<file path="config.mk">
export PLATFORM = sky130hd
export DESIGN_NAME = m4at_ctrl
export DESIGN_NICKNAME = d
export VERILOG_FILES = /design/src/hdl/m4at_pkg.sv /design/src/hdl/m4at_ctrl.sv
export SDC_FILE = /design/constraint.sdc
export NUM_CORES = 1
export LEC_CHECK = 0
export ABC_CLOCK_PERIOD_IN_PS = 2850
export BUFFER_PORTS_ARGS = -buffer_cell sky130_fd_sc_hd__clkbuf_2
export CAP_MARGIN = 40
export CORE_MARGIN = 5
export CORE_UTILIZATION = 60
export CTS_CLUSTER_DIAMETER = 150
export DETAILED_ROUTE_END_ITERATION = 8
export GPL_ROUTABILITY_DRIVEN = 0
export GPL_TIMING_DRIVEN = 0
export PLACE_DENSITY = 0.81
export SLEW_MARGIN = 20
export SYNTH_ARGS = -nofsm -noshare
export SYNTH_HDL_FRONTEND = slang
export SYNTH_SLANG_ARGS = --single-unit
export TNS_END_PERCENT = 5
</file>
<file path="constraint.sdc">
create_clock -name clk -period 2.85 [get_ports clk]
set_clock_uncertainty 0.2 [all_clocks]
set_input_delay 0.285 -clock clk [delete_from_list [all_inputs] [get_ports clk]]
set_output_delay 0.285 -clock clk [all_outputs]
set_load 0.005 [all_outputs]
</file>
<file path="src/hdl/m4at_pkg.sv">
// ----------------------------------------------------------------------------
// m4at_pkg
// Shared constants, command codes and control types of the mat4 transform unit.
// ----------------------------------------------------------------------------
package m4at_pkg;

	localparam int FRAC_BITS_DEF    = 16;
	localparam int CORDIC_STEPS_DEF = 16;
	localparam int ATAN_ENTRIES     = 30;

	// Q30 angle constants
	localparam logic [33:0] Q30_PI          = 34'd3373259426;
	localparam logic [33:0] Q30_TWO_PI      = 34'd6746518852;
	localparam logic [33:0] Q30_HALF_PI     = 34'd1686629713;
	localparam logic [33:0] Q30_CORDIC_GAIN = 34'd652032874;

	localparam logic [2:0] FN_LOAD      = 3'd0;
	localparam logic [2:0] FN_IDENTITY  = 3'd1;
	localparam logic [2:0] FN_SCALE     = 3'd2;
	localparam logic [2:0] FN_ROTATE    = 3'd3;
	localparam logic [2:0] FN_TRANSLATE = 3'd4;

	localparam logic [4:0] OP_NOP     = 5'd0;
	localparam logic [4:0] OP_LOAD    = 5'd1;
	localparam logic [4:0] OP_LATCH   = 5'd2;
	localparam logic [4:0] OP_IDENT   = 5'd3;
	localparam logic [4:0] OP_COPY    = 5'd4;
	localparam logic [4:0] OP_COMMIT  = 5'd5;
	localparam logic [4:0] OP_CLR     = 5'd6;
	localparam logic [4:0] OP_MUL_MV  = 5'd7;
	localparam logic [4:0] OP_MUL_MN  = 5'd8;
	localparam logic [4:0] OP_MUL_VV  = 5'd9;
	localparam logic [4:0] OP_LDU     = 5'd10;
	localparam logic [4:0] OP_MUL_UR  = 5'd11;
	localparam logic [4:0] OP_MUL_RT  = 5'd12;
	localparam logic [4:0] OP_MUL_US  = 5'd13;
	localparam logic [4:0] OP_ADD_RAW = 5'd14;
	localparam logic [4:0] OP_ADD_Q   = 5'd15;
	localparam logic [4:0] OP_SUB_Q   = 5'd16;
	localparam logic [4:0] OP_ADD_M   = 5'd17;
	localparam logic [4:0] OP_ADD_C   = 5'd18;
	localparam logic [4:0] OP_TMP     = 5'd19;
	localparam logic [4:0] OP_WR_D    = 5'd20;
	localparam logic [4:0] OP_WR_DQ   = 5'd21;
	localparam logic [4:0] OP_WR_N    = 5'd22;
	localparam logic [4:0] OP_SQRT    = 5'd23;
	localparam logic [4:0] OP_DIV_U   = 5'd24;
	localparam logic [4:0] OP_WR_U    = 5'd25;
	localparam logic [4:0] OP_U_BYP   = 5'd26;
	localparam logic [4:0] OP_MOD     = 5'd27;
	localparam logic [4:0] OP_CORD    = 5'd28;
	localparam logic [4:0] OP_TRIG    = 5'd29;

	typedef struct packed {
		logic [4:0] op;
		logic [3:0] i0;
		logic [3:0] i1;
	} m4at_cmd_t;

	typedef struct packed {
		logic busy;
		logic len_zero;
	} m4at_sts_t;

	function automatic logic [31:0] atan_q30(input logic [4:0] i);
		case (i)
			5'd0:  atan_q30 = 32'h3243F6A8;
			5'd1:  atan_q30 = 32'h1DAC6705;
			5'd2:  atan_q30 = 32'h0FADBAFC;
			5'd3:  atan_q30 = 32'h07F56EA6;
			5'd4:  atan_q30 = 32'h03FEAB76;
			5'd5:  atan_q30 = 32'h01FFD55B;
			5'd6:  atan_q30 = 32'h00FFFAAA;
			5'd7:  atan_q30 = 32'h007FFF55;
			5'd8:  atan_q30 = 32'h003FFFEA;
			5'd9:  atan_q30 = 32'h001FFFFD;
			5'd10: atan_q30 = 32'h000FFFFF;
			5'd11: atan_q30 = 32'h0007FFFF;
			5'd12: atan_q30 = 32'h0003FFFF;
			5'd13: atan_q30 = 32'h0001FFFF;
			5'd14: atan_q30 = 32'h0000FFFF;
			5'd15: atan_q30 = 32'h00007FFF;
			5'd16: atan_q30 = 32'h00003FFF;
			5'd17: atan_q30 = 32'h00001FFF;
			5'd18: atan_q30 = 32'h00000FFF;
			5'd19: atan_q30 = 32'h000007FF;
			5'd20: atan_q30 = 32'h000003FF;
			5'd21: atan_q30 = 32'h000001FF;
			5'd22: atan_q30 = 32'h000000FF;
			5'd23: atan_q30 = 32'h0000007F;
			5'd24: atan_q30 = 32'h0000003F;
			5'd25: atan_q30 = 32'h0000001F;
			5'd26: atan_q30 = 32'h0000000F;
			5'd27: atan_q30 = 32'h00000008;
			5'd28: atan_q30 = 32'h00000004;
			5'd29: atan_q30 = 32'h00000002;
			default: atan_q30 = 32'h00000000;
		endcase
	endfunction

endpackage

</file>
<file path="src/hdl/m4at_ctrl.sv">
// ----------------------------------------------------------------------------
// m4at_ctrl
// Sequencer: steps the datapath through each transform and emits the matrix.
// ----------------------------------------------------------------------------
module m4at_ctrl (
	input  logic                clk,
	input  logic                arst_n,
	input  logic                in_valid,
	output logic                in_ready,
	input  logic [2:0]          func,
	output logic                out_valid,
	input  logic                out_ready,
	output logic [3:0]          out_index,
	output logic                last,
	output m4at_pkg::m4at_cmd_t cmd,
	input  m4at_pkg::m4at_sts_t sts
);
	import m4at_pkg::*;

	localparam logic [5:0] ST_IDLE    = 6'd0;
	localparam logic [5:0] ST_START   = 6'd1;
	localparam logic [5:0] ST_SC_MUL  = 6'd2;
	localparam logic [5:0] ST_SC_WR   = 6'd3;
	localparam logic [5:0] ST_TR_CLR  = 6'd4;
	localparam logic [5:0] ST_TR_MUL  = 6'd5;
	localparam logic [5:0] ST_TR_ACC  = 6'd6;
	localparam logic [5:0] ST_TR_ADDM = 6'd7;
	localparam logic [5:0] ST_TR_WR   = 6'd8;
	localparam logic [5:0] ST_RO_CLR  = 6'd9;
	localparam logic [5:0] ST_RO_SQ   = 6'd10;
	localparam logic [5:0] ST_RO_SQA  = 6'd11;
	localparam logic [5:0] ST_RO_SQRT = 6'd12;
	localparam logic [5:0] ST_RO_SQW  = 6'd13;
	localparam logic [5:0] ST_RO_UBYP = 6'd14;
	localparam logic [5:0] ST_RO_DIV  = 6'd15;
	localparam logic [5:0] ST_RO_DIVW = 6'd16;
	localparam logic [5:0] ST_RO_WRU  = 6'd17;
	localparam logic [5:0] ST_RO_MOD  = 6'd18;
	localparam logic [5:0] ST_RO_MODW = 6'd19;
	localparam logic [5:0] ST_RO_CORD = 6'd20;
	localparam logic [5:0] ST_RO_CORW = 6'd21;
	localparam logic [5:0] ST_RO_TRIG = 6'd22;
	localparam logic [5:0] ST_N_CLR   = 6'd23;
	localparam logic [5:0] ST_N_LDU   = 6'd24;
	localparam logic [5:0] ST_N_MUL1  = 6'd25;
	localparam logic [5:0] ST_N_TMP   = 6'd26;
	localparam logic [5:0] ST_N_MUL2  = 6'd27;
	localparam logic [5:0] ST_N_ACC1  = 6'd28;
	localparam logic [5:0] ST_N_ADDC  = 6'd29;
	localparam logic [5:0] ST_N_MUL3  = 6'd30;
	localparam logic [5:0] ST_N_ACC2  = 6'd31;
	localparam logic [5:0] ST_N_WR    = 6'd32;
	localparam logic [5:0] ST_M_CLR   = 6'd33;
	localparam logic [5:0] ST_M_MUL   = 6'd34;
	localparam logic [5:0] ST_M_ACC   = 6'd35;
	localparam logic [5:0] ST_M_WR    = 6'd36;
	localparam logic [5:0] ST_COMMIT  = 6'd37;
	localparam logic [5:0] ST_EMIT    = 6'd38;

	logic [5:0] state_q, state_d;
	logic [2:0] func_q, func_d;
	logic [3:0] e_q, e_d;
	logic [1:0] j_q, j_d, k_q, k_d, c_q, c_d;

	logic [3:0] n_idx;
	logic [1:0] other, next_c;
	logic       in_acc;

	assign in_ready = (state_q == ST_IDLE);
	assign in_acc   = in_valid & in_ready;
	assign n_idx    = {2'b0, c_q} + {1'b0, c_q, 1'b0} + {2'b0, j_q};
	assign other    = 2'd3 - j_q - c_q;
	assign next_c   = (c_q == 2'd2) ? 2'd0 : c_q + 2'd1;

	always_comb begin
		state_d = state_q;
		func_d  = func_q;
		e_d     = e_q;
		j_d     = j_q;
		k_d     = k_q;
		c_d     = c_q;
		cmd.op  = OP_NOP;
		cmd.i0  = '0;
		cmd.i1  = '0;
		case (state_q)
			ST_IDLE: if (in_acc) begin
				func_d = func;
				if (func == FN_LOAD)
					cmd.op = OP_LOAD;
				else if (func inside {FN_IDENTITY, FN_SCALE, FN_ROTATE, FN_TRANSLATE}) begin
					cmd.op  = OP_LATCH;
					state_d = ST_START;
				end
			end
			ST_START: begin
				e_d = '0;
				j_d = '0;
				k_d = '0;
				c_d = '0;
				cmd.op = (func_q == FN_IDENTITY) ? OP_IDENT : OP_COPY;
				case (func_q)
					FN_SCALE:  state_d = ST_SC_MUL;
					FN_ROTATE: state_d = ST_RO_CLR;
					FN_TRANSLATE: state_d = ST_TR_CLR;
					default:   state_d = ST_COMMIT;
				endcase
			end
			ST_SC_MUL: begin
				cmd.op  = OP_MUL_MV;
				cmd.i0  = e_q;
				cmd.i1  = {2'b0, e_q[3:2]};
				state_d = ST_SC_WR;
			end
			ST_SC_WR: begin
				cmd.op = OP_WR_DQ;
				cmd.i0 = e_q;
				e_d    = e_q + 4'd1;
				state_d = (e_q == 4'd11) ? ST_COMMIT : ST_SC_MUL;
			end
			ST_TR_CLR: begin
				cmd.op  = OP_CLR;
				j_d     = '0;
				state_d = ST_TR_MUL;
			end
			ST_TR_MUL: begin
				cmd.op  = OP_MUL_MV;
				cmd.i0  = {j_q, k_q};
				cmd.i1  = {2'b0, j_q};
				state_d = ST_TR_ACC;
			end
			ST_TR_ACC: begin
				cmd.op = OP_ADD_Q;
				j_d    = j_q + 2'd1;
				state_d = (j_q == 2'd2) ? ST_TR_ADDM : ST_TR_MUL;
			end
			ST_TR_ADDM: begin
				cmd.op  = OP_ADD_M;
				cmd.i0  = {2'b11, k_q};
				state_d = ST_TR_WR;
			end
			ST_TR_WR: begin
				cmd.op  = OP_WR_D;
				cmd.i0  = {2'b11, k_q};
				k_d     = k_q + 2'd1;
				state_d = (k_q == 2'd3) ? ST_COMMIT : ST_TR_CLR;
			end
			ST_RO_CLR: begin
				cmd.op  = OP_CLR;
				j_d     = '0;
				state_d = ST_RO_SQ;
			end
			ST_RO_SQ: begin
				cmd.op  = OP_MUL_VV;
				cmd.i1  = {2'b0, j_q};
				state_d = ST_RO_SQA;
			end
			ST_RO_SQA: begin
				cmd.op  = OP_ADD_RAW;
				j_d     = j_q + 2'd1;
				state_d = (j_q == 2'd2) ? ST_RO_SQRT : ST_RO_SQ;
			end
			ST_RO_SQRT: begin
				cmd.op  = OP_SQRT;
				j_d     = '0;
				state_d = ST_RO_SQW;
			end
			ST_RO_SQW: if (!sts.busy)
				state_d = sts.len_zero ? ST_RO_UBYP : ST_RO_DIV;
			ST_RO_UBYP: begin
				cmd.op  = OP_U_BYP;
				state_d = ST_RO_MOD;
			end
			ST_RO_DIV: begin
				cmd.op  = OP_DIV_U;
				cmd.i1  = {2'b0, j_q};
				state_d = ST_RO_DIVW;
			end
			ST_RO_DIVW: if (!sts.busy)
				state_d = ST_RO_WRU;
			ST_RO_WRU: begin
				cmd.op  = OP_WR_U;
				cmd.i1  = {2'b0, j_q};
				j_d     = j_q + 2'd1;
				state_d = (j_q == 2'd2) ? ST_RO_MOD : ST_RO_DIV;
			end
			ST_RO_MOD: begin
				cmd.op  = OP_MOD;
				state_d = ST_RO_MODW;
			end
			ST_RO_MODW: if (!sts.busy)
				state_d = ST_RO_CORD;
			ST_RO_CORD: begin
				cmd.op  = OP_CORD;
				state_d = ST_RO_CORW;
			end
			ST_RO_CORW: if (!sts.busy)
				state_d = ST_RO_TRIG;
			ST_RO_TRIG: begin
				cmd.op  = OP_TRIG;
				j_d     = '0;
				c_d     = '0;
				state_d = ST_N_CLR;
			end
			// rotation matrix term n[3c+r]; j is r, c is the column
			ST_N_CLR: begin
				cmd.op  = OP_CLR;
				state_d = ST_N_LDU;
			end
			ST_N_LDU: begin
				cmd.op  = OP_LDU;
				cmd.i1  = {2'b0, c_q};
				state_d = ST_N_MUL1;
			end
			ST_N_MUL1: begin
				cmd.op  = OP_MUL_UR;
				cmd.i1  = {2'b0, j_q};
				state_d = ST_N_TMP;
			end
			ST_N_TMP: begin
				cmd.op  = OP_TMP;
				state_d = ST_N_MUL2;
			end
			ST_N_MUL2: begin
				cmd.op  = OP_MUL_RT;
				state_d = ST_N_ACC1;
			end
			ST_N_ACC1: begin
				cmd.op  = OP_ADD_Q;
				state_d = (j_q == c_q) ? ST_N_ADDC : ST_N_MUL3;
			end
			ST_N_ADDC: begin
				cmd.op  = OP_ADD_C;
				state_d = ST_N_WR;
			end
			ST_N_MUL3: begin
				cmd.op  = OP_MUL_US;
				cmd.i1  = {2'b0, other};
				state_d = ST_N_ACC2;
			end
			ST_N_ACC2: begin
				cmd.op  = (j_q == next_c) ? OP_ADD_Q : OP_SUB_Q;
				state_d = ST_N_WR;
			end
			ST_N_WR: begin
				cmd.op = OP_WR_N;
				cmd.i0 = n_idx;
				state_d = ST_N_CLR;
				if (j_q == 2'd2) begin
					j_d = '0;
					if (c_q == 2'd2) begin
						c_d     = '0;
						k_d     = '0;
						state_d = ST_M_CLR;
					end else
						c_d = c_q + 2'd1;
				end else
					j_d = j_q + 2'd1;
			end
			// d[4col+k] = sum over j of m[k+4j] * n[3col+j]; c is col
			ST_M_CLR: begin
				cmd.op  = OP_CLR;
				j_d     = '0;
				state_d = ST_M_MUL;
			end
			ST_M_MUL: begin
				cmd.op  = OP_MUL_MN;
				cmd.i0  = {j_q, k_q};
				cmd.i1  = n_idx;
				state_d = ST_M_ACC;
			end
			ST_M_ACC: begin
				cmd.op  = OP_ADD_Q;
				j_d     = j_q + 2'd1;
				state_d = (j_q == 2'd2) ? ST_M_WR : ST_M_MUL;
			end
			ST_M_WR: begin
				cmd.op  = OP_WR_D;
				cmd.i0  = {c_q, k_q};
				k_d     = k_q + 2'd1;
				state_d = ST_M_CLR;
				if (k_q == 2'd3) begin
					c_d = c_q + 2'd1;
					if (c_q == 2'd2)
						state_d = ST_COMMIT;
				end
			end
			ST_COMMIT: begin
				cmd.op  = OP_COMMIT;
				e_d     = '0;
				state_d = ST_EMIT;
			end
			ST_EMIT: begin
				cmd.i0 = e_q;
				if (out_ready) begin
					e_d = e_q + 4'd1;
					if (e_q == 4'd15)
						state_d = ST_IDLE;
				end
			end
			default: state_d = ST_IDLE;
		endcase
	end

	always_ff @(posedge clk or negedge arst_n) begin
		if (!arst_n) begin
			state_q <= ST_IDLE;
			func_q  <= FN_LOAD;
			e_q     <= '0;
			j_q     <= '0;
			k_q     <= '0;
			c_q     <= '0;
		end else begin
			state_q <= state_d;
			func_q  <= func_d;
			e_q     <= e_d;
			j_q     <= j_d;
			k_q     <= k_d;
			c_q     <= c_d;
		end
	end

	assign out_valid = (state_q == ST_EMIT);
	assign out_index = e_q;
	assign last      = out_valid && (e_q == 4'd15);

	a_no_overlap: assert property (@(posedge clk) disable iff (!arst_n)
		!(in_ready && out_valid))
		else $error("input and output active together");
	a_last_to_idle: assert property (@(posedge clk) disable iff (!arst_n)
		(out_valid && out_ready && last) |=> in_ready)
		else $error("not idle after final word");
	a_load_silent: assert property (@(posedge clk) disable iff (!arst_n)
		(in_valid && in_ready && func == FN_LOAD) |=> (in_ready && !out_valid))
		else $error("load item produced activity");
	a_emit_cont: assert property (@(posedge clk) disable iff (!arst_n)
		(out_valid && out_ready && !last) |=> (out_valid && out_index == $past(out_index) + 4'd1))
		else $error("matrix emission broken");

endmodule

</file>
Word-level counts from Yosys, hierarchy flattened --
Index checks and enable logic that the tools add are counted.
Storage, ports and cells: output and inout port bits 20, logic and storage cells 148, register bits 19, bits of input ports 9
Operators by class: muxes and demuxes 42, bitwise logic cells 1, equal/unequal tests 65, reduce and logical (&&, ||, !) cells 26, add/subtract/negate cells 8
Operator list (count):
- $pmux 6 s38 | 1
- $pmux 5 s27 | 1
- $eq 6x5->1 const B | 16
- $mux 6 | 14
- $eq 6x4->1 const B | 8
- $eq 6x6->1 const B | 7
- $pmux 4 s5 | 2
- $eq 6x3->1 const B | 4
- $mux 2 | 11
- $pmux 2 s3 | 3
- $pmux 6 s3 | 1
- $ne 2x2->1 const B | 8
- $reduce_or 2->1 | 7
- $eq 3x2->1 const B | 4
- $eq 6x2->1 const B | 2
- $mux 3 | 4
- $pmux 4 s3 | 1
- $reduce_bool 3->1 | 4
- $mux 5 | 2
- $reduce_and 9->1 | 1
- $eq 4x4->1 const B | 2
- $ne 2x1->1 const B | 4
- $reduce_or 4->1 | 2
- $add 2x1->2 const B | 3
- 22 further kinds | 30

Logic depth before layout (Yosys ltp) --
Gate-level depths: netlist of the first run.
word-level depth 6, gate-level depth with buffers 8

Least setup slack after synthesis of the first run --
No wires, ideal clock.
path kind reg-to-output, start register c_q[1], end output cmd[6] (netlist name), arrival 1.977 ns, cell stages (with the launch flop) 6, data required time 2.365 ns, setup slack 0.388 ns, cell sequence dfrtp_1 fa_1 ha_1 fa_1 a222oi_1 nand2_1
RTL lines:
- from (decl) | line m4at_ctrl.sv:63 | logic [1:0] j_q, j_d, k_q, k_d, c_q, c_d;
- from (signal assigned) | line m4at_ctrl.sv:311 | c_q <= '0;
- from (signal assigned) | line m4at_ctrl.sv:318 | c_q <= c_d;
- to (decl) | line m4at_ctrl.sv:15 | output m4at_pkg::m4at_cmd_t cmd,

==> results.py, run 1 <==
metrics = {
    "placed_design": {
        "place.port_buffers": 28,
        "hpwl_after_detailed_placement_mm": 6.963,
        "place_ws_ns": 0.09610,
        "placed_area_um2": 2864,
    },
    "clock_network": {
        "clock_latency_reported_for_the_late_side_of_the_worst_skew_pair_ns": 0.26,
        "clk_transition_reported_paths_ns": 0.08,
        "inserted_clock_buffers": 3,
        "max-clock-path-buffers": 2,
        "numClockSinks": 19,
        "clock_tree.root_cell": "clkbuf_8",
        "htreeDepth": 1,
        "clock_tree_from_tritoncts": "done",
    },
    "sta": {
        "layout_min_cycle_time_ns": 2.892,
        "setup_repair_after_global_routing_missed_its_margin": "yes",
        "setup_viol": 2,
        "fmax_mhz": 345.7,
        "tightest_slew_ns": 0.7941,
        "share_of_the_cycle_needed_by_the_critical_path_after_routing": 1.015,
        "max_slew_margin": 0.4687,
        "postLayoutSetupSlackWorst_ns": -0.04240,
        "finalHoldViolations": 0,
        "maxSlewViolCount": 0,
    },
    "cells_and_area": {
        "num_antenna_cells": 0,
        "syn2layout_area_growth_pct": 13.81,
        "post_route_cells_drive_above_1_share": 0.2174,
        "final_design_area_no_fill_um2": 3010,
        "num-nets-final": 414,
    },
    "power_and_ir_drop": {
        "power.switching_fraction": 0.5603,
        "vdd_ir_drop_max_mv": 0.5081,
        "seqPwrFrac": 0.156,
        "clockPowerShare": 0.060,
        "power_switching_mw": 1.829,
        "internal_pwr_total_mw": 1.435,
        "power_leakage_nw": 1.306,
        "power.share.combinational": 0.784,
        "power-per-cell-area_nw_per_um2": 1084,
    },
    "yosys": {
        "post-synth-top-count-cell": "nand2_1",
        "postSynthAreaPerCell_um2": 7.430,
        "synthesis.yosys.warnings": 0,
        "mappedNetlistNets": 378,
        "async_reset_ff_frac": 1.000,
        "postSynthRegisterBits": 19,
        "synth.cells.most_frequent": "32 x nand2_1, 28 x nor2_1, 19 x a21oi_1, 19 x dfrtp_1, 17 x buf_2",
        "synth_top_cell_by_area": "dfrtp_1",
        "synth_top_flop_cell": "dfrtp_1",
        "synth_area_leaders": "dfrtp_1 18%, ha_1 5.2%, nand2_1 4.5%",
        "yosysSeqAreaShare": 0.1798,
        "synth_top_cell_area_share": 0.1798,
        "synth-edff-count": 0,
        "synth.lib_cells_used.distinct": 66,
        "synthesis.instances": 356,
        "syn-cell-area_um2": 2645,
    },
    "global_route": {
        "grtUsageTotal": 0.3194,
        "initial_antenna_violation_count": 0,
        "grt_pass1_wl_mm": 15.41,
        "grt_overflow_total": 0,
        "via_count_of_the_first_global_routing_pass": 3112,
        "grt_start_max_net_pins": 20,
    },
    "route": {
        "vias": 3225,
        "drc": 47,
        "routed_via_density": 7.280,
        "drt.antenna.violating_nets": 0,
        "drt_initial_violations": 883,
        "first_pass_iters": 9,
        "avgRoutedWirePerCell_um": 21.37,
        "routed_wirelength_mm": 9.467,
    },
    "floorplanning": {
        "die_height_um": 76.40,
        "die-area_um2": 5836,
        "design.core.area_um2": 4324,
        "die_x_um": 76.40,
        "floorplan.initialDensity": 0.6117,
        "row_count": 24,
        "io_pins": 29,
    },
    "critical_path": {
        "critPathLaunchType": "flop",
        "timing.critical_path.to_type": "primary output",
        "cpPeakStageDelay_ns": 0.56,
        "worst-endpoint-required_ns": 2.37,
        "cp.arrival_ns": 2.41,
        "critical_path_peak_fanout": 10,
        "worst-setup-path-type": "flop to primary output",
        "cp_slowest_cell": "or4_1",
        "cpMostUsedCell": "o211ai_1",
        "cp_cell_sequence": "clkbuf_4 > buf_2 > nor3b_1 > o211ai_1 > o211ai_1 > or4_1 > clkbuf_2",
    },
    "outcome": {
        "status": "finished, violations left",
        "failed_checks": "DRC, setup timing",
    },
    "flow_run": {
        "drv.max_cap_violation_count": 0,
    },
    "worst_hold_path": {
        "min-delay-path-class": "input port to flop",
    },
}
final cells by class:
cell class | count | area, um^2
multi-input cells | 297 | 2056
repair buffers | 32 | 166.4
inverters | 9 | 33.78
clock buffers | 3 | 41.29
plain buffers | 30 | 162.7
flip-flops and latches | 19 | 480.5
well taps | 52 | 65.06
clock inverters | 1 | 5.005
fillers | 375 | 1314
power groups by stage:
| stage | Sequential [mW] | Combinational [mW] | Clock (mW) |
|---|---|---|---|
| 6_report | 0.508 | 2.56 | 0.196 |
| 5_1_grt | 0.526 | 2.72 | 0.216 |
| 4_1_cts | 0.502 | 2.38 | 0.202 |
| 3_5_place_dp | 0.510 | 2.31 | 0 |
| 3_3_place_gp | 0.500 | 2.28 | 0 |
| 2_1_floorplan | 0.471 | 1.65 | 0 |
flip-flops by register name, indices dropped and copies added, names as in the netlist:
signal     count
state_q        6
out_index      4
c_q            2
func_q         3
k_q            2
j_q            2
kinds of logic (layout without fill, tap and decap cells):
logic type,after synthesis,after routing,synth area share
buffers and inverters,40,75,0.06528
multiplexers,10,10,0.04021
adder cells (fa/ha/maj),13,13,0.06717
AO/OA/AOI/OAI,109,109,0.2924
AND/OR/NAND/NOR,155,155,0.3221
flip-flops,19,19,0.1798
XOR/XNOR,10,10,0.03311
layer usage:
metal	global-route usage	wire length, um	up-vias
li1	-	-	1419
met1	0.4101	3504	1419
met2	0.4803	3979	293
met3	0.09811	1299	94
met4	0.1626	683	0
met5	0	0	-
worst max-delay path, delay by kind of cell (launching register included):
kind / cells / cell delay [ns]
flops: 1 / 0.46
simple gates: 2 / 0.71
compound gates: 2 / 0.43
buf+inv: 3 / 0.54
placed cells by master, fill, tap and decap left out, types with 6 or more instances in the layout:
master and count:
buf_2 10, dfrtp_1 15, clkbuf_2 35, o21ai_0 14, inv_1 9, o211ai_1 7
a21oi_1 19, nor2_1 26, nor3_1 9, nor2b_1 10, nand4_1 7, nand2_1 32
o22ai_1 8, nand2b_1 14, a22oi_1 6, xor2_1 6, and3_1 6, ha_1 10
nand3_1 10, a31oi_1 6
worst paths after layout:
| path | start | end | slack (ns) | cells after the start |
|---|---|---|---|---|
| max | state_q[2]$_DFFE_PN0P_ | cmd[8] | -0.04 | 7 |
| min | func[0] | func_q[0]$_DFFE_PN0P_ | 0.09 | 2 |
| max reg2reg | state_q[4]$_DFFE_PN0P_ | state_q[2]$_DFFE_PN0P_ | 0.42 | 7 |
| min reg2reg | k_q[1]$_DFFE_PN0P_ | k_q[1]$_DFFE_PN0P_ | 0.36 | 1 |
| max in group asynchronous | arst_n | c_q[0]$_DFFE_PN0P_ | 1.72 | 2 |
| min in group asynchronous | arst_n | state_q[3]$_DFFE_PN0P_ | 0.33 | 2 |
timing repair:
| item | 4_1_cts | 5_1_grt |
|---|---|---|
| buffers inserted | 1 | 0 |
| pin swaps | 1 | 1 |
| hold buffers | 1 | 0 |
| gates resized for setup | 14 | 16 |
| hold endpoints to repair | 19 | 0 |
| endpoints found under the setup margin | 9 | 11 |
metrics by stage:
step / util / hold slack [ns] / cells / setup TNS (ns) / power (mW)
6_report: 0.6962 / 0.09145 / 443 / -0.06685 / 3.265
5_1_grt: 0.6962 / 0.09748 / 443 / -0.4012 / 3.464
4_1_cts: 0.6846 / 0.09705 / 443 / 0 / 3.084
3_5_place_dp: 0.6623 / 0.07769 / 438 / 0 / 2.820
3_3_place_gp: 0.6591 / 0.07408 / 436 / -0.1390 / 2.782
2_1_floorplan: - / -0.2106 / 356 / 0 / 2.124
(Power assumes the default switching activity.)
==> inputs of run 2 (changes only) <==
--- a/config.mk
+++ b/config.mk
@@ -5,16 +5,15 @@
 export SDC_FILE = /design/constraint.sdc
 export NUM_CORES = 1
 export LEC_CHECK = 0
-export ABC_CLOCK_PERIOD_IN_PS = 2850
+export ABC_CLOCK_PERIOD_IN_PS = 3500
 export BUFFER_PORTS_ARGS = -buffer_cell sky130_fd_sc_hd__clkbuf_2
 export CAP_MARGIN = 40
 export CORE_MARGIN = 5
-export CORE_UTILIZATION = 60
+export CORE_UTILIZATION = 65
 export CTS_CLUSTER_DIAMETER = 150
 export DETAILED_ROUTE_END_ITERATION = 8
 export GPL_ROUTABILITY_DRIVEN = 0
-export GPL_TIMING_DRIVEN = 0
-export PLACE_DENSITY = 0.81
+export PLACE_DENSITY = 0.87
 export SLEW_MARGIN = 20
 export SYNTH_ARGS = -nofsm -noshare
 export SYNTH_HDL_FRONTEND = slang
==> constraint.sdc (replaced) <==
create_clock -name clk -period 3.5 [get_ports clk]
set_clock_uncertainty 0.2 [all_clocks]
set_input_delay 0.35 -clock clk [delete_from_list [all_inputs] [get_ports clk]]
set_output_delay 0.35 -clock clk [all_outputs]
set_load 0.005 [all_outputs]
==> results.py, run 2 (synthesis results as in run 1) <==
metrics = {
    "critical_path": {
        "cp_cell_sequence": "buf_4 > nand2b_1 > nor3_1 > a21o_1 > a22o_1 > a21o_1 > clkbuf_2",
        "cpPeakStageDelay_ns": 0.87,
        "worst-endpoint-required_ns": 2.95,
        "worst-setup-path-type": "flop to primary output",
        "critPathLaunchType": "flop",
        "cpMostUsedCell": "a21o_1",
        "cp_slowest_cell": "dfrtp_1",
        "reg2reg_setup_slack_ns": 0.83,
        "timing.critical_path.to_type": "primary output",
        "critical_path_peak_fanout": 29,
        "cp.arrival_ns": 2.67,
    },
    "power_and_ir_drop": {
        "internal_pwr_total_mw": 1.102,
        "power_leakage_nw": 1.233,
        "power.total_mw": 2.473,
        "power-per-cell-area_nw_per_um2": 866.4,
        "seqPwrFrac": 0.198,
        "power.switching_fraction": 0.5543,
        "power.share.combinational": 0.736,
        "vdd_ir_drop_max_mv": 0.5103,
        "clockPowerShare": 0.066,
        "power_switching_mw": 1.371,
    },
    "floorplanning": {
        "design.core.area_um2": 3971,
        "floorplan.initialDensity": 0.6660,
        "die_height_um": 73.79,
        "row_count": 23,
        "die-area_um2": 5445,
        "io_pins": 29,
        "die_x_um": 73.79,
    },
    "global_route": {
        "via_count_of_the_first_global_routing_pass": 2777,
        "use_met3": 0.06566,
        "grtUsageTotal": 0.3177,
        "grt_pass1_wl_mm": 13.58,
        "globalRouteMet1Util": 0.4469,
        "grt_overflow_total": 0,
        "gr-usage-met2": 0.4754,
        "grt.busiest_layer": "met2",
        "initial_antenna_violation_count": 0,
        "grt_start_max_net_pins": 32,
    },
    "outcome": {
        "status": "finished clean",
    },
    "cells_and_area": {
        "num_antenna_cells": 0,
        "postLayoutCoreUtil": 0.7187,
        "mostFrequentLayoutCell": "nand2_1",
        "layout.cells.most_common_list": "32 x nand2_1, 28 x nor2_1, 28 x clkbuf_2, 19 x a21oi_1, 19 x dfrtp_1",
        "final_design_area_no_fill_um2": 2854,
        "multi_input_combinational_cell_area_um2": 1997,
        "num-nets-final": 393,
        "largest_reg_flops": 6,
        "finish.cell_count_without_fillers": 420,
        "most_flops_register": "state_q",
        "syn2layout_area_growth_pct": 7.900,
        "num-fill-cells": 318,
        "ff_latch_area_um2": 475.5,
        "post_route_cells_drive_above_1_share": 0.1568,
    },
    "clock_network": {
        "clock_tree_from_tritoncts": "done",
        "max-clock-path-buffers": 2,
        "holdBufCountCts": 1,
        "clock_tree.root_cell": "clkbuf_8",
        "postCtsSetupRepairBufs": 0,
        "clk_transition_reported_paths_ns": 0.08,
        "htreeDepth": 1,
        "inserted_clock_buffers": 3,
        "post_cts_resize_count": 0,
        "clock_latency_reported_for_the_late_side_of_the_worst_skew_pair_ns": 0.27,
        "numClockSinks": 19,
    },
    "route": {
        "drt_initial_violations": 877,
        "routed_wirelength_mm": 8.459,
        "drc": 0,
        "routed_via_density": 7.402,
        "drt.antenna.violating_nets": 0,
        "avgRoutedWirePerCell_um": 20.14,
        "first_pass_iters": 9,
        "vias": 3109,
    },
    "sta": {
        "postLayoutSetupSlackWorst_ns": 0.2802,
        "fmax_mhz": 310.6,
        "layout_min_cycle_time_ns": 3.220,
        "maxSlewViolCount": 0,
        "final.setup.tns_ns": 0,
        "finalHoldViolations": 0,
        "minimum_hold_slack_ns": 0.1533,
        "max_slew_margin": 0.4598,
        "setup_repair_after_global_routing_missed_its_margin": "no",
        "setup_viol": 0,
        "share_of_the_cycle_needed_by_the_critical_path_after_routing": 0.9199,
        "tightest_slew_ns": 0.8102,
    },
    "placed_design": {
        "hpwl_after_detailed_placement_mm": 6.124,
        "place_ws_ns": 0.6833,
        "placed_area_um2": 2799,
        "post-place-cells": 415,
        "place.port_buffers": 28,
    },
    "worst_hold_path": {
        "min-delay-path-class": "input port to flop",
    },
    "flow_run": {
        "drv.max_cap_violation_count": 0,
    },
}
## run 2: cell count changes in the layout (fill, tap and decap cells not counted), sizes merged
cell / delta
buf: -6
clkbuf: -14
clkinv: -1
## run 2: path summary, 6_finish.rpt
| path | from | endpoint | cells after the start |
|---|---|---|---|
| setup reg to reg | state_q[5]$_DFFE_PN0P_ | state_q[0]$_DFFE_PN0P_ | 5 |
| max in group asynchronous | arst_n | out_index[0]$_DFFE_PN0P_ | 2 |
| hold / removal | func[0] | func_q[0]$_DFFE_PN0P_ | 2 |
| min in group asynchronous | arst_n | state_q[2]$_DFFE_PN0P_ | 2 |
| setup / recovery | state_q[5]$_DFFE_PN0P_ | cmd[5] | 7 |
| hold reg to reg | k_q[1]$_DFFE_PN0P_ | k_q[1]$_DFFE_PN0P_ | 1 |
## run 2: power by group through the flow
stage | Clock (mW) | Sequential [mW] | Combinational [mW]
6_report | 0.162 | 0.491 | 1.82
5_1_grt | 0.170 | 0.512 | 1.95
4_1_cts | 0.162 | 0.482 | 1.75
3_5_place_dp | 0 | 0.488 | 1.74
3_3_place_gp | 0 | 0.481 | 1.71
2_1_floorplan | 0 | 0.384 | 1.35
## run 2: critical path, delay by kind of cell (launching register included)
kind / cells / cell delay [ns]
AO/OA/AOI/OAI: 3 / 0.49
buffers and inverters: 2 / 0.42
flip-flops: 1 / 0.87
AND/OR/NAND/NOR: 2 / 0.62
## run 2: final cells by class
| cell class | instances | share of cell area |
|---|---|---|
| Clock buffer | 4 | 0.01578 |
| Tap cell | 50 | 0.02192 |
| Sequential cell | 19 | 0.1666 |
| Timing Repair Buffer | 41 | 0.08417 |
| Inverter | 9 | 0.01184 |
| Multi-Input combinational cell | 297 | 0.6997 |
## run 2: layer usage
layer,wire length [um],share of wire
met1,3243,0.38
met2,3653,0.43
met3,1114,0.13
met4,449,0.053
met5,0,0
==> inputs of run 3 (changes only) <==
--- a/config.mk
+++ b/config.mk
@@ -13,7 +13,8 @@
 export CTS_CLUSTER_DIAMETER = 150
 export DETAILED_ROUTE_END_ITERATION = 8
 export GPL_ROUTABILITY_DRIVEN = 0
-export PLACE_DENSITY = 0.87
+export MAX_ROUTING_LAYER = met4
+export PLACE_DENSITY = 0.85
 export SLEW_MARGIN = 20
 export SYNTH_ARGS = -nofsm -noshare
 export SYNTH_HDL_FRONTEND = slang
==> constraint.sdc (replaced) <==
create_clock -name clk -period 3.5 [get_ports clk]
set_clock_uncertainty 0.2 [all_clocks]
set_input_delay 0.525 -clock clk [delete_from_list [all_inputs] [get_ports clk]]
set_output_delay 0.525 -clock clk [all_outputs]
set_load 0.005 [all_outputs]
==> results.py, run 3 (synthesis results as in run 1) <==
metrics = {
    "critical_path": {
        "timing.critical_path.to_type": "primary output",
        "cp_cell_sequence": "or2_2 > o22ai_1 > a32oi_1 > o41ai_1 > or4_1 > clkbuf_2",
        "cp_slowest_cell": "dfrtp_1",
        "cp.arrival_ns": 2.58,
        "critical_path_peak_fanout": 22,
        "crit_family": "simple AND/OR/NAND/NOR gates",
        "worst-setup-path-type": "flop to primary output",
        "worst-endpoint-required_ns": 2.77,
        "critical_path.n_buffers_inverters": 1,
        "critPathLaunchType": "flop",
        "cpPeakStageDelay_ns": 0.76,
    },
    "global_route": {
        "grtUsageTotal": 0.3400,
        "grt_start_max_net_pins": 29,
        "via_count_of_the_first_global_routing_pass": 2884,
        "grt_pass1_wl_mm": 14.21,
        "initial_antenna_violation_count": 0,
        "grt_overflow_total": 0,
    },
    "cells_and_area": {
        "finish.cell_count_without_fillers": 422,
        "most_flops_register": "state_q",
        "syn2layout_area_growth_pct": 9.177,
        "ff_latch_area_um2": 475.5,
        "num-fill-cells": 322,
        "post_route_cells_drive_above_1_share": 0.1667,
        "num_antenna_cells": 0,
        "mostFrequentLayoutCell": "nand2_1",
        "layout.cells.most_common_list": "32 x nand2_1, 28 x nor2_1, 28 x clkbuf_2, 19 x a21oi_1, 19 x dfrtp_1",
        "num-nets-final": 395,
        "largest_reg_flops": 6,
        "multi_input_combinational_cell_area_um2": 1997,
    },
    "placed_design": {
        "hpwl_after_detailed_placement_mm": 6.279,
        "post-place-cells": 417,
        "place.port_buffers": 28,
    },
    "route": {
        "avgRoutedWirePerCell_um": 20.58,
        "vias": 3135,
        "routed_via_density": 7.429,
        "drt.antenna.violating_nets": 0,
        "drt_initial_violations": 872,
        "routed_wirelength_mm": 8.683,
        "first_pass_iters": 9,
        "drc": 0,
    },
    "sta": {
        "final.setup.tns_ns": 0,
        "setup_repair_after_global_routing_missed_its_margin": "no",
        "share_of_the_cycle_needed_by_the_critical_path_after_routing": 0.9439,
        "maxSlewViolCount": 0,
        "tightest_slew_ns": 0.6806,
        "finalHoldViolations": 0,
        "setup_viol": 0,
        "max_slew_margin": 0.5463,
        "minimum_hold_slack_ns": 0.003330,
        "fmax_mhz": 302.7,
        "layout_min_cycle_time_ns": 3.304,
    },
    "clock_network": {
        "numClockSinks": 19,
        "post_cts_resize_count": 0,
        "htreeDepth": 1,
        "clock_tree_from_tritoncts": "done",
        "max-clock-path-buffers": 2,
        "clock_tree.root_cell": "clkbuf_8",
        "postCtsSetupRepairBufs": 0,
        "inserted_clock_buffers": 3,
        "clk_transition_reported_paths_ns": 0.10,
        "holdBufCountCts": 0,
        "clock_latency_reported_for_the_late_side_of_the_worst_skew_pair_ns": 0.28,
    },
    "power_and_ir_drop": {
        "power_leakage_nw": 1.255,
        "vdd_ir_drop_max_mv": 0.5160,
        "power.total_mw": 2.519,
        "power-per-cell-area_nw_per_um2": 872.2,
    },
    "worst_hold_path": {
        "min-delay-path-class": "input port to asynchronous set/reset pin",
    },
    "outcome": {
        "status": "finished clean",
    },
    "floorplanning": {
        "floorplan.initialDensity": 0.6660,
        "die_x_um": 73.79,
        "io_pins": 29,
        "design.core.area_um2": 3971,
        "row_count": 23,
        "die_height_um": 73.79,
        "die-area_um2": 5445,
    },
    "flow_run": {
        "drv.max_cap_violation_count": 0,
    },
}
-- run 3: changes by cell type in the layout (fill, tap and decap cells not counted), sizes merged --
cell / before / now
buf: 12 / 15
clkinv: 0 / 1
dlygate4sd3: 1 / 0
clkbuf: 32 / 31
-- run 3: through the flow --
step | setup slack, ns | area (um^2) | utilization
final | 0.1963 | 2888 | 0.7272
after global routing | 0.1371 | 2888 | 0.7272
after CTS | 0.2374 | 2873 | 0.7234
after detailed placement | 0.5357 | 2826 | 0.7117
after global placement | 0.6064 | 2826 | 0.7117
after floorplan | 0.7977 | 2645 | -
-- run 3: where the power goes --
| group | switching [mW] | internal [mW] |
|---|---|---|
| Combinational | 1.09 | 0.749 |
| Clock | 0.0955 | 0.0798 |
| Sequential | 0.207 | 0.297 |
-- run 3: final timing paths --
check                                        from  cells past startpoint  slack [ns]                        to
max in group asynchronous                  arst_n                      1        2.73  out_index[0]$_DFFE_PN0P_
setup / recovery           state_q[2]$_DFFE_PN0P_                      6        0.20                    cmd[8]
min in group clk                          func[1]                      2        0.33     func_q[1]$_DFFE_PN0P_
setup reg to reg           state_q[2]$_DFFE_PN0P_                      6        0.84        j_q[0]$_DFFE_PN0P_
hold / removal                             arst_n                      1       0.003     func_q[0]$_DFFE_PN0P_
hold reg to reg                k_q[1]$_DFFE_PN0P_                      1        0.36        k_q[1]$_DFFE_PN0P_
-- run 3: routing by layer --
layer  wire (um)  vias to the layer above  global-route usage  part of all wire
li1            -                     1378                   -                 -
met1        3330                     1418              0.4578              0.38
met2        3907                      268              0.5069              0.45
met3        1047                       71             0.06019              0.12
met4         397                        0              0.1268             0.046
met5           0                        -                   -                 0
-- run 3: layout make-up --
class                           count  share of cell area
Multi-Input combinational cell    297              0.6915
Sequential cell                    19              0.1646
Timing Repair Buffer               43             0.09445
Tap cell                           50             0.02166
Clock buffer                        3             0.01430
Inverter                            9             0.01170
Clock inverter                      1            0.001733
